**src/sv/oal_pkg.sv**
```systemverilog
package oal_pkg;

   // fixed field widths of the command and response words
   localparam int unsigned DATA_W   = 32;
   localparam int unsigned OP_W     = 3;
   localparam int unsigned STATUS_W = 2;
   localparam int unsigned POS_W    = 6;
   localparam int unsigned COUNT_W  = 7;

   // command opcodes (code 7 is unused and answers ok)
   typedef enum logic [OP_W-1:0] {
      OP_INS_HEAD  = 3'd0,
      OP_INS_TAIL  = 3'd1,
      OP_INS_AFTER = 3'd2,
      OP_DEL_HEAD  = 3'd3,
      OP_DEL_TAIL  = 3'd4,
      OP_DEL_KEY   = 3'd5,
      OP_LOCATE    = 3'd6
   } op_type;

   // response status codes
   typedef enum logic [STATUS_W-1:0] {
      ST_OK        = 2'd0,
      ST_FULL      = 2'd1,
      ST_EMPTY     = 2'd2,
      ST_NOT_FOUND = 2'd3
   } status_type;

   // sequencer states
   typedef enum logic [1:0] {
      S_IDLE       = 2'd0,
      S_SEARCH     = 2'd1,
      S_SHIFT_UP   = 2'd2,
      S_SHIFT_DOWN = 2'd3
   } state_type;

   // port strobes of the entry store
   typedef struct packed {
      logic wr_en;
      logic rd_en;
   } store_ctl_type;

endpackage

```
**src/sv/oal_store.sv**
```systemverilog
module oal_store #(
   parameter int unsigned DEPTH = 64,
   parameter int unsigned AW    = 6
) (
   input  logic                                clock,
   input  oal_pkg::store_ctl_type              ctl,
   input  logic [AW-1:0]                       wr_addr,
   input  logic signed [oal_pkg::DATA_W-1:0]   wr_data,
   input  logic [AW-1:0]                       rd_addr,
   output logic signed [oal_pkg::DATA_W-1:0]   rd_data
);

   logic signed [oal_pkg::DATA_W-1:0] mem [DEPTH];
   logic signed [oal_pkg::DATA_W-1:0] rd_data_ff;

   // one write port, one registered read port
   always_ff @(posedge clock) begin
      if (ctl.wr_en) begin
         mem[wr_addr] <= wr_data;
      end
      if (ctl.rd_en) begin
         rd_data_ff <= mem[rd_addr];
      end
   end

   assign rd_data = rd_data_ff;

endmodule

```
**src/sv/ordered_array_list_engine.sv**
```systemverilog
// Bounded ordered list of signed 32-bit values held in a single-port-read RAM of DEPTH words
// plus an entry count. Each request word carries an opcode (insert at head, insert at tail,
// insert after key, delete at head, delete at tail, delete key, locate) and gets exactly one
// response word with status, position and the count after the command. One command is in
// work at a time and req_stall stays high until it is done. Rejected commands and opcode 7
// answer on the edge they are taken; insert at tail and delete at tail answer from the shift
// state without a walk; a key search reads one entry per cycle through the RAM read port and
// a head insert, head delete or keyed insert/delete then moves one entry per cycle, so the
// length of a command is set by the single RAM read port walking the list. A finished
// response sits in an output register; a new request is taken once that register is free or
// being drained. No clearing pass after reset: only entries below the count are ever read.
module ordered_array_list_engine #(
   parameter int unsigned DEPTH = 64
) (
   input  logic                                  clock,
   input  logic                                  reset,
   input  logic                                  req_valid,
   output logic                                  req_stall,
   input  logic [oal_pkg::OP_W-1:0]              req_opcode,
   input  logic signed [oal_pkg::DATA_W-1:0]     req_key_value,
   input  logic signed [oal_pkg::DATA_W-1:0]     req_new_value,
   output logic                                  rsp_valid,
   input  logic                                  rsp_stall,
   output logic [oal_pkg::STATUS_W-1:0]          rsp_status,
   output logic [oal_pkg::POS_W-1:0]             rsp_position,
   output logic [oal_pkg::COUNT_W-1:0]           rsp_count_after
);

   localparam int unsigned AW = $clog2(DEPTH);
   localparam int unsigned CW = $clog2(DEPTH + 1);

   oal_pkg::state_type  state_ff, state_in;
   oal_pkg::op_type     op_ff, op_in;
   logic signed [oal_pkg::DATA_W-1:0] key_ff, key_in;
   logic signed [oal_pkg::DATA_W-1:0] val_ff, val_in;
   logic [CW-1:0]       count_ff, count_in;
   logic [CW-1:0]       rem_ff, rem_in;
   logic [AW-1:0]       ptr_ff, ptr_in;
   logic [AW-1:0]       gap_ff, gap_in;
   logic                pend_ff, pend_in;
   logic [AW-1:0]       pend_addr_ff, pend_addr_in;
   logic                rsp_valid_ff, rsp_valid_in;
   oal_pkg::status_type rsp_status_ff, rsp_status_in;
   logic [oal_pkg::POS_W-1:0]   rsp_position_ff, rsp_position_in;
   logic [oal_pkg::COUNT_W-1:0] rsp_count_ff, rsp_count_in;

   oal_pkg::store_ctl_type            st_ctl;
   logic [AW-1:0]                     st_wr_addr;
   logic signed [oal_pkg::DATA_W-1:0] st_wr_data;
   logic [AW-1:0]                     st_rd_addr;
   logic signed [oal_pkg::DATA_W-1:0] st_rd_data;

   logic accept;
   logic is_full;
   logic is_empty;
   logic hit;
   logic miss;
   logic issue;
   logic walk_done;

   // entry store
   oal_store #(
      .DEPTH (DEPTH),
      .AW    (AW)
   ) u_store (
      .clock   (clock),
      .ctl     (st_ctl),
      .wr_addr (st_wr_addr),
      .wr_data (st_wr_data),
      .rd_addr (st_rd_addr),
      .rd_data (st_rd_data)
   );

   // handshake and walk conditions
   assign req_stall = (state_ff != oal_pkg::S_IDLE) || (rsp_valid_ff && rsp_stall);
   assign accept    = req_valid && !req_stall;
   assign is_full   = (count_ff == CW'(DEPTH));
   assign is_empty  = (count_ff == '0);
   assign hit       = (state_ff == oal_pkg::S_SEARCH) && pend_ff && (st_rd_data == key_ff);
   assign walk_done = (rem_ff == '0) && !pend_ff;
   assign miss      = (state_ff == oal_pkg::S_SEARCH) && walk_done;
   assign issue     = (state_ff != oal_pkg::S_IDLE) && !hit && (rem_ff != '0);

   // next state
   always_comb begin
      state_in = state_ff;
      unique case (state_ff)
         oal_pkg::S_IDLE: begin
            if (accept) begin
               unique case (oal_pkg::op_type'(req_opcode)) inside
                  oal_pkg::OP_INS_HEAD, oal_pkg::OP_INS_TAIL: begin
                     if (!is_full) state_in = oal_pkg::S_SHIFT_UP;
                  end
                  oal_pkg::OP_INS_AFTER: begin
                     if (!is_full && !is_empty) state_in = oal_pkg::S_SEARCH;
                  end
                  oal_pkg::OP_DEL_HEAD, oal_pkg::OP_DEL_TAIL: begin
                     if (!is_empty) state_in = oal_pkg::S_SHIFT_DOWN;
                  end
                  oal_pkg::OP_DEL_KEY, oal_pkg::OP_LOCATE: begin
                     if (!is_empty) state_in = oal_pkg::S_SEARCH;
                  end
                  default: ;
               endcase
            end
         end
         oal_pkg::S_SEARCH: begin
            if (hit) begin
               unique case (op_ff) inside
                  oal_pkg::OP_LOCATE:  state_in = oal_pkg::S_IDLE;
                  oal_pkg::OP_DEL_KEY: state_in = oal_pkg::S_SHIFT_DOWN;
                  default:             state_in = oal_pkg::S_SHIFT_UP;
               endcase
            end else if (miss) begin
               state_in = oal_pkg::S_IDLE;
            end
         end
         oal_pkg::S_SHIFT_UP, oal_pkg::S_SHIFT_DOWN: begin
            if (walk_done) state_in = oal_pkg::S_IDLE;
         end
         default: state_in = oal_pkg::S_IDLE;
      endcase
   end

   // datapath, store strobes and response
   always_comb begin
      op_in           = op_ff;
      key_in          = key_ff;
      val_in          = val_ff;
      count_in        = count_ff;
      rem_in          = rem_ff;
      ptr_in          = ptr_ff;
      gap_in          = gap_ff;
      pend_in         = pend_ff;
      pend_addr_in    = pend_addr_ff;
      rsp_valid_in    = rsp_valid_ff && rsp_stall;
      rsp_status_in   = rsp_status_ff;
      rsp_position_in = rsp_position_ff;
      rsp_count_in    = rsp_count_ff;
      st_ctl          = '0;
      st_wr_addr      = '0;
      st_wr_data      = val_ff;
      st_rd_addr      = ptr_ff;

      unique case (state_ff)
         oal_pkg::S_IDLE: begin
            if (accept) begin
               op_in           = oal_pkg::op_type'(req_opcode);
               key_in          = req_key_value;
               val_in          = req_new_value;
               pend_in         = 1'b0;
               rsp_position_in = '0;
               rsp_count_in    = oal_pkg::COUNT_W'(count_ff);
               unique case (oal_pkg::op_type'(req_opcode)) inside
                  oal_pkg::OP_INS_HEAD: begin
                     if (is_full) begin
                        rsp_valid_in  = 1'b1;
                        rsp_status_in = oal_pkg::ST_FULL;
                     end else begin
                        gap_in = '0;
                        rem_in = count_ff;
                        ptr_in = AW'(count_ff - CW'(1));
                     end
                  end
                  oal_pkg::OP_INS_TAIL: begin
                     if (is_full) begin
                        rsp_valid_in  = 1'b1;
                        rsp_status_in = oal_pkg::ST_FULL;
                     end else begin
                        gap_in = AW'(count_ff);
                        rem_in = '0;
                     end
                  end
                  oal_pkg::OP_INS_AFTER: begin
                     if (is_full) begin
                        rsp_valid_in  = 1'b1;
                        rsp_status_in = oal_pkg::ST_FULL;
                     end else if (is_empty) begin
                        rsp_valid_in  = 1'b1;
                        rsp_status_in = oal_pkg::ST_EMPTY;
                     end else begin
                        rem_in = count_ff;
                        ptr_in = '0;
                     end
                  end
                  oal_pkg::OP_DEL_HEAD: begin
                     if (is_empty) begin
                        rsp_valid_in  = 1'b1;
                        rsp_status_in = oal_pkg::ST_EMPTY;
                     end else begin
                        gap_in = '0;
                        rem_in = count_ff - CW'(1);
                        ptr_in = AW'(1);
                     end
                  end
                  oal_pkg::OP_DEL_TAIL: begin
                     if (is_empty) begin
                        rsp_valid_in  = 1'b1;
                        rsp_status_in = oal_pkg::ST_EMPTY;
                     end else begin
                        rem_in = '0;
                     end
                  end
                  oal_pkg::OP_DEL_KEY, oal_pkg::OP_LOCATE: begin
                     if (is_empty) begin
                        rsp_valid_in  = 1'b1;
                        rsp_status_in = oal_pkg::ST_EMPTY;
                     end else begin
                        rem_in = count_ff;
                        ptr_in = '0;
                     end
                  end
                  default: begin
                     rsp_valid_in  = 1'b1;
                     rsp_status_in = oal_pkg::ST_OK;
                  end
               endcase
            end
         end

         oal_pkg::S_SEARCH: begin
            // compare the word read last cycle; on no match, read the next one
            if (hit) begin
               pend_in = 1'b0;
               unique case (op_ff) inside
                  oal_pkg::OP_LOCATE: begin
                     rsp_valid_in    = 1'b1;
                     rsp_status_in   = oal_pkg::ST_OK;
                     rsp_position_in = oal_pkg::POS_W'(pend_addr_ff);
                     rsp_count_in    = oal_pkg::COUNT_W'(count_ff);
                  end
                  oal_pkg::OP_DEL_KEY: begin
                     gap_in = pend_addr_ff;
                     rem_in = count_ff - CW'(pend_addr_ff) - CW'(1);
                     ptr_in = pend_addr_ff + AW'(1);
                  end
                  default: begin
                     gap_in = pend_addr_ff + AW'(1);
                     rem_in = count_ff - CW'(pend_addr_ff) - CW'(1);
                     ptr_in = AW'(count_ff - CW'(1));
                  end
               endcase
            end else begin
               if (issue) begin
                  st_ctl.rd_en = 1'b1;
                  ptr_in       = ptr_ff + AW'(1);
                  rem_in       = rem_ff - CW'(1);
                  pend_in      = 1'b1;
                  pend_addr_in = ptr_ff;
               end else begin
                  pend_in = 1'b0;
               end
               if (miss) begin
                  rsp_valid_in    = 1'b1;
                  rsp_status_in   = oal_pkg::ST_NOT_FOUND;
                  rsp_position_in = '0;
                  rsp_count_in    = oal_pkg::COUNT_W'(count_ff);
               end
            end
         end

         oal_pkg::S_SHIFT_UP: begin
            // move entries up one place from the top down, then fill the gap
            if (pend_ff) begin
               st_ctl.wr_en = 1'b1;
               st_wr_addr   = pend_addr_ff + AW'(1);
               st_wr_data   = st_rd_data;
            end
            if (issue) begin
               st_ctl.rd_en = 1'b1;
               ptr_in       = ptr_ff - AW'(1);
               rem_in       = rem_ff - CW'(1);
               pend_in      = 1'b1;
               pend_addr_in = ptr_ff;
            end else begin
               pend_in = 1'b0;
            end
            if (walk_done) begin
               st_ctl.wr_en    = 1'b1;
               st_wr_addr      = gap_ff;
               st_wr_data      = val_ff;
               count_in        = count_ff + CW'(1);
               rsp_valid_in    = 1'b1;
               rsp_status_in   = oal_pkg::ST_OK;
               rsp_position_in = '0;
               rsp_count_in    = oal_pkg::COUNT_W'(count_ff + CW'(1));
            end
         end

         oal_pkg::S_SHIFT_DOWN: begin
            // move entries down one place from the gap upward, then shrink
            if (pend_ff) begin
               st_ctl.wr_en = 1'b1;
               st_wr_addr   = pend_addr_ff - AW'(1);
               st_wr_data   = st_rd_data;
            end
            if (issue) begin
               st_ctl.rd_en = 1'b1;
               ptr_in       = ptr_ff + AW'(1);
               rem_in       = rem_ff - CW'(1);
               pend_in      = 1'b1;
               pend_addr_in = ptr_ff;
            end else begin
               pend_in = 1'b0;
            end
            if (walk_done) begin
               count_in        = count_ff - CW'(1);
               rsp_valid_in    = 1'b1;
               rsp_status_in   = oal_pkg::ST_OK;
               rsp_position_in = '0;
               rsp_count_in    = oal_pkg::COUNT_W'(count_ff - CW'(1));
            end
         end

         default: ;
      endcase
   end

   // control registers
   always_ff @(posedge clock) begin
      if (reset) begin
         state_ff     <= oal_pkg::S_IDLE;
         count_ff     <= '0;
         pend_ff      <= 1'b0;
         rsp_valid_ff <= 1'b0;
      end else begin
         state_ff     <= state_in;
         count_ff     <= count_in;
         pend_ff      <= pend_in;
         rsp_valid_ff <= rsp_valid_in;
      end
   end

   // payload registers
   always_ff @(posedge clock) begin
      op_ff           <= op_in;
      key_ff          <= key_in;
      val_ff          <= val_in;
      rem_ff          <= rem_in;
      ptr_ff          <= ptr_in;
      gap_ff          <= gap_in;
      pend_addr_ff    <= pend_addr_in;
      rsp_status_ff   <= rsp_status_in;
      rsp_position_ff <= rsp_position_in;
      rsp_count_ff    <= rsp_count_in;
   end

   assign rsp_valid       = rsp_valid_ff;
   assign rsp_status      = rsp_status_ff;
   assign rsp_position    = rsp_position_ff;
   assign rsp_count_after = rsp_count_ff;

endmodule

```
**config.mk**
```make
export PLATFORM = sky130hd
export DESIGN_NAME = ordered_array_list_engine
export DESIGN_NICKNAME = d
export VERILOG_FILES = /design/src/sv/oal_pkg.sv /design/src/sv/oal_store.sv /design/src/sv/ordered_array_list_engine.sv
export SDC_FILE = /design/constraint.sdc
export NUM_CORES = 2
export LEC_CHECK = 0
export BUFFER_PORTS_ARGS = -buffer_cell sky130_fd_sc_hd__buf_4
export CAP_MARGIN = 10
export CORE_MARGIN = 3
export CORE_UTILIZATION = 45
export CTS_CLUSTER_DIAMETER = 60
export DETAILED_ROUTE_END_ITERATION = 8
export HOLD_SLACK_MARGIN = 0.08
export PLACE_DENSITY = 0.58
export REMOVE_ABC_BUFFERS = 1
export SETUP_SLACK_MARGIN = 0.4
export SYNTH_ARGS = -nofsm -noshare
export SYNTH_HDL_FRONTEND = slang
export SYNTH_SLANG_ARGS = --single-unit
```
**constraint.sdc**
```tcl
create_clock -name clock -period 10.65 [get_ports clock]
set_input_delay 0.5325 -clock clock [delete_from_list [all_inputs] [get_ports clock]]
set_output_delay 0.5325 -clock clock [all_outputs]
set_load 0.005 [all_outputs]
```
==> results.json <==
{
  "clock-sinks": 2198,
  "rsz0062_at_grt": "no",
  "r2r-start": "state_ff[0]",
  "die_w_um": 442.4,
  "ys_ff_latch": 2198,
  "yosys_warnings": 0,
  "ios": 88,
  "period_share": 0.4363,
  "cts_max_level": 4,
  "ir_drop_v": 0.0001787,
  "core_area_um2": 188600,
  "synthToLayoutAreaGrowth_pct": 14.40,
  "cts_inserted_buffers": 222,
  "firstDrtPassIters": 6,
  "syn_inst": 3839,
  "drive_gt1_frac": 0.2880,
  "drv_slew": 0,
  "slew_headroom": 0.1133,
  "cts_root_buffer": "clkbuf_16",
  "finalSetupViolations": 0,
  "syn_area_um2": 85690,
  "die_area_um2": 195700,
  "final_cell_mix": "edfxtp_1, mux4_2, clkbuf_16",
  "overflow": 0,
  "worstPathRequired_ns": 11.15,
  "grt_pass1_wl_um": 329000,
  "wirelength_um": 232300,
  "holdCritStartpoint": "req_valid",
  "clkLatencyLatePin_ns": 0.86,
  "skew_ns": 0.04115,
  "multi_input_area_um2": 19220,
  "cp_max_fo": 21,
  "outcome": "complete, no violations",
  "synth-edff-count": 2187,
  "cts_setup_buffers": 0,
  "final_common_cell": "edfxtp_1",
  "tritoncts": "yes",
  "start_util": 0.4544,
  "utilization": 0.5198,
  "cts.path.max_buffers": 3,
  "fin_crit_ns": 4.646,
  "ant_nets": 0,
  "cts_hold_buffers": 69,
  "gp_congestion": 0.8748,
  "nNetsFinal": 4233,
  "critPathKind": "flop to flop",
  "grt_max_degree": 135,
  "die_h_um": 442.4,
  "async_reset_ff_frac": 0,
  "regArea_um2": 65890,
  "worstSetupStartpoint": "state_ff[0]",
  "setup_tns_ns": 0,
  "vias": 41670,
  "max_freq_ghz": 0.2152,
  "hpwl_um": 126100,
  "placed_area_um2": 90080,
  "ys_seq_area_frac": 0.7690,
  "critical_path_arrival_ns": 5.15,
  "drc": 0,
  "worst_pin_slew_ns": 1.320,
  "cts.reportedPaths.clkPinSlew_ns": 0.06,
  "antenna_found_initial": 6,
  "grt_pass1_vias": 41980,
  "synth_ff_type": "edfxtp_1",
  "power_w": 0.01942,
  "holdWs_ns": 0.1956,
  "hold_viol": 0,
  "synth.distinct_cells": 64,
  "rows": 159,
  "synth_area_per_cell_um2": 22.32,
  "n_fill_cell": 14580,
  "via_per_inst": 6.097,
  "worst_setup_path_end_kind": "flop",
  "cts_repair_resize_count": 0,
  "port_buffers": 87,
  "drtIter0Drc": 4749,
  "pwr_density_cell_nw_per_um2": 198.1,
  "grt_usage": 0.2378,
  "cp-start-kind": "flop",
  "power.leakage_nw": 30.75,
  "drv_cap": 0,
  "worstHoldPathType": "input pin to flop",
  "design_area_um2": 98030,
  "wl_per_cell_um": 33.99
}
## state kept, by name, indices dropped and copies added, names as in the netlist
register         cells
u_store.mem       2048
u_store.rd_data     32
pend_addr_ff         6
rsp_count_after      7
rsp_valid            1
rsp_status           2
rsp_position         6
key_ff              32
count_ff             7
gap_ff               6
val_ff              32
op_ff                3
state_ff             2
ptr_ff               6
rem_ff               7
pend_ff              1
## per-layer routing
layer | global-route usage | vias up | wire (um)
li1 | - | 16870 | -
met1 | 0.3317 | 22610 | 93840
met2 | 0.3776 | 1836 | 111700
met3 | 0.04344 | 355 | 17660
met4 | 0.08830 | 4 | 9082
met5 | 0 | - | 27
## logic make-up after synthesis
kind of cell             count (synthesis)  synth area share
flip-flops                            2198            0.7690
buffers and inverters                  235           0.01257
AND/OR/NAND/NOR                        333           0.01889
XOR/XNOR                                74          0.007564
AO/OA/AOI/OAI                          257           0.01967
adder cells (fa/ha/maj)                 15          0.002278
multiplexers                           727            0.1700
## power by group
group	leakage (nW)	switching [W]	total, W	internal, W
clock	3.51	0.00327	0.00767	0.00440
combinational	7.43	0.00120	0.00194	0.000740
sequential	19.8	0.0000741	0.00982	0.00974
total	30.7	0.00454	0.0194	0.0149
## synthesized netlist by cell type (all sizes together), types with 8 or more instances
cell,number,share of area
inv,22,0.00096
o22ai,38,0.0028
nand3,16,0.00093
xor2,26,0.0027
xnor2,48,0.0049
and2,11,0.00080
buf,120,0.0075
mux4,578,0.15
or3,11,0.00086
a211oi,17,0.0015
o221ai,20,0.0020
and3,8,0.00058
nor2b,10,0.00073
dfxtp,11,0.0026
mux2,50,0.0066
or2,8,0.00058
nor2,130,0.0058
a21oi,54,0.0032
nand3b,8,0.00070
nor3,21,0.0013
edfxtp,2187,0.77
nand2,69,0.0030
o21ai,45,0.0027
nor4,14,0.0012
mux2i,99,0.012
a22oi,42,0.0037
clkbuf,92,0.0040
ha,14,0.0020
## metrics by stage
step / worst slack (ns) / instances
after detailed placement: 6.147 / 6345
after global placement: 6.187 / 6345
after global routing: 5.780 / 6835
after floorplan: -11.83 / 3627
final: 6.004 / 6835
after CTS: 6.119 / 6828
## layout make-up
cell class              instances  share of cell area
flip-flops and latches       2198              0.6722
multi-input cells            1406              0.1961
clock buffers                 274             0.06016
well taps                    2495             0.03185
repair buffers                296             0.02571
clock inverters               140             0.01298
inverters                      23           0.0009318
diodes                          3          0.00007658
## final timing paths
check                                           end  slack (ns)  depth (start not counted)
worst min-delay path                      rsp_valid        0.20                          5
worst max-delay path            u_store.mem[24][21]        6.00                          6
worst max register to register  u_store.mem[24][21]        6.00                          6
worst min register to register   u_store.mem[27][8]        0.63                          1
## worst max-delay path: stages (launching register included)
cell and delay [ns]:
dfxtp_1 0.89, inv_1 0.49, and4_1 0.34, o21ai_1 0.49
nand3_1 0.76, nor2_4 0.83, buf_4 0.44
No activity file was read; power rests on OpenSTA's default activity.
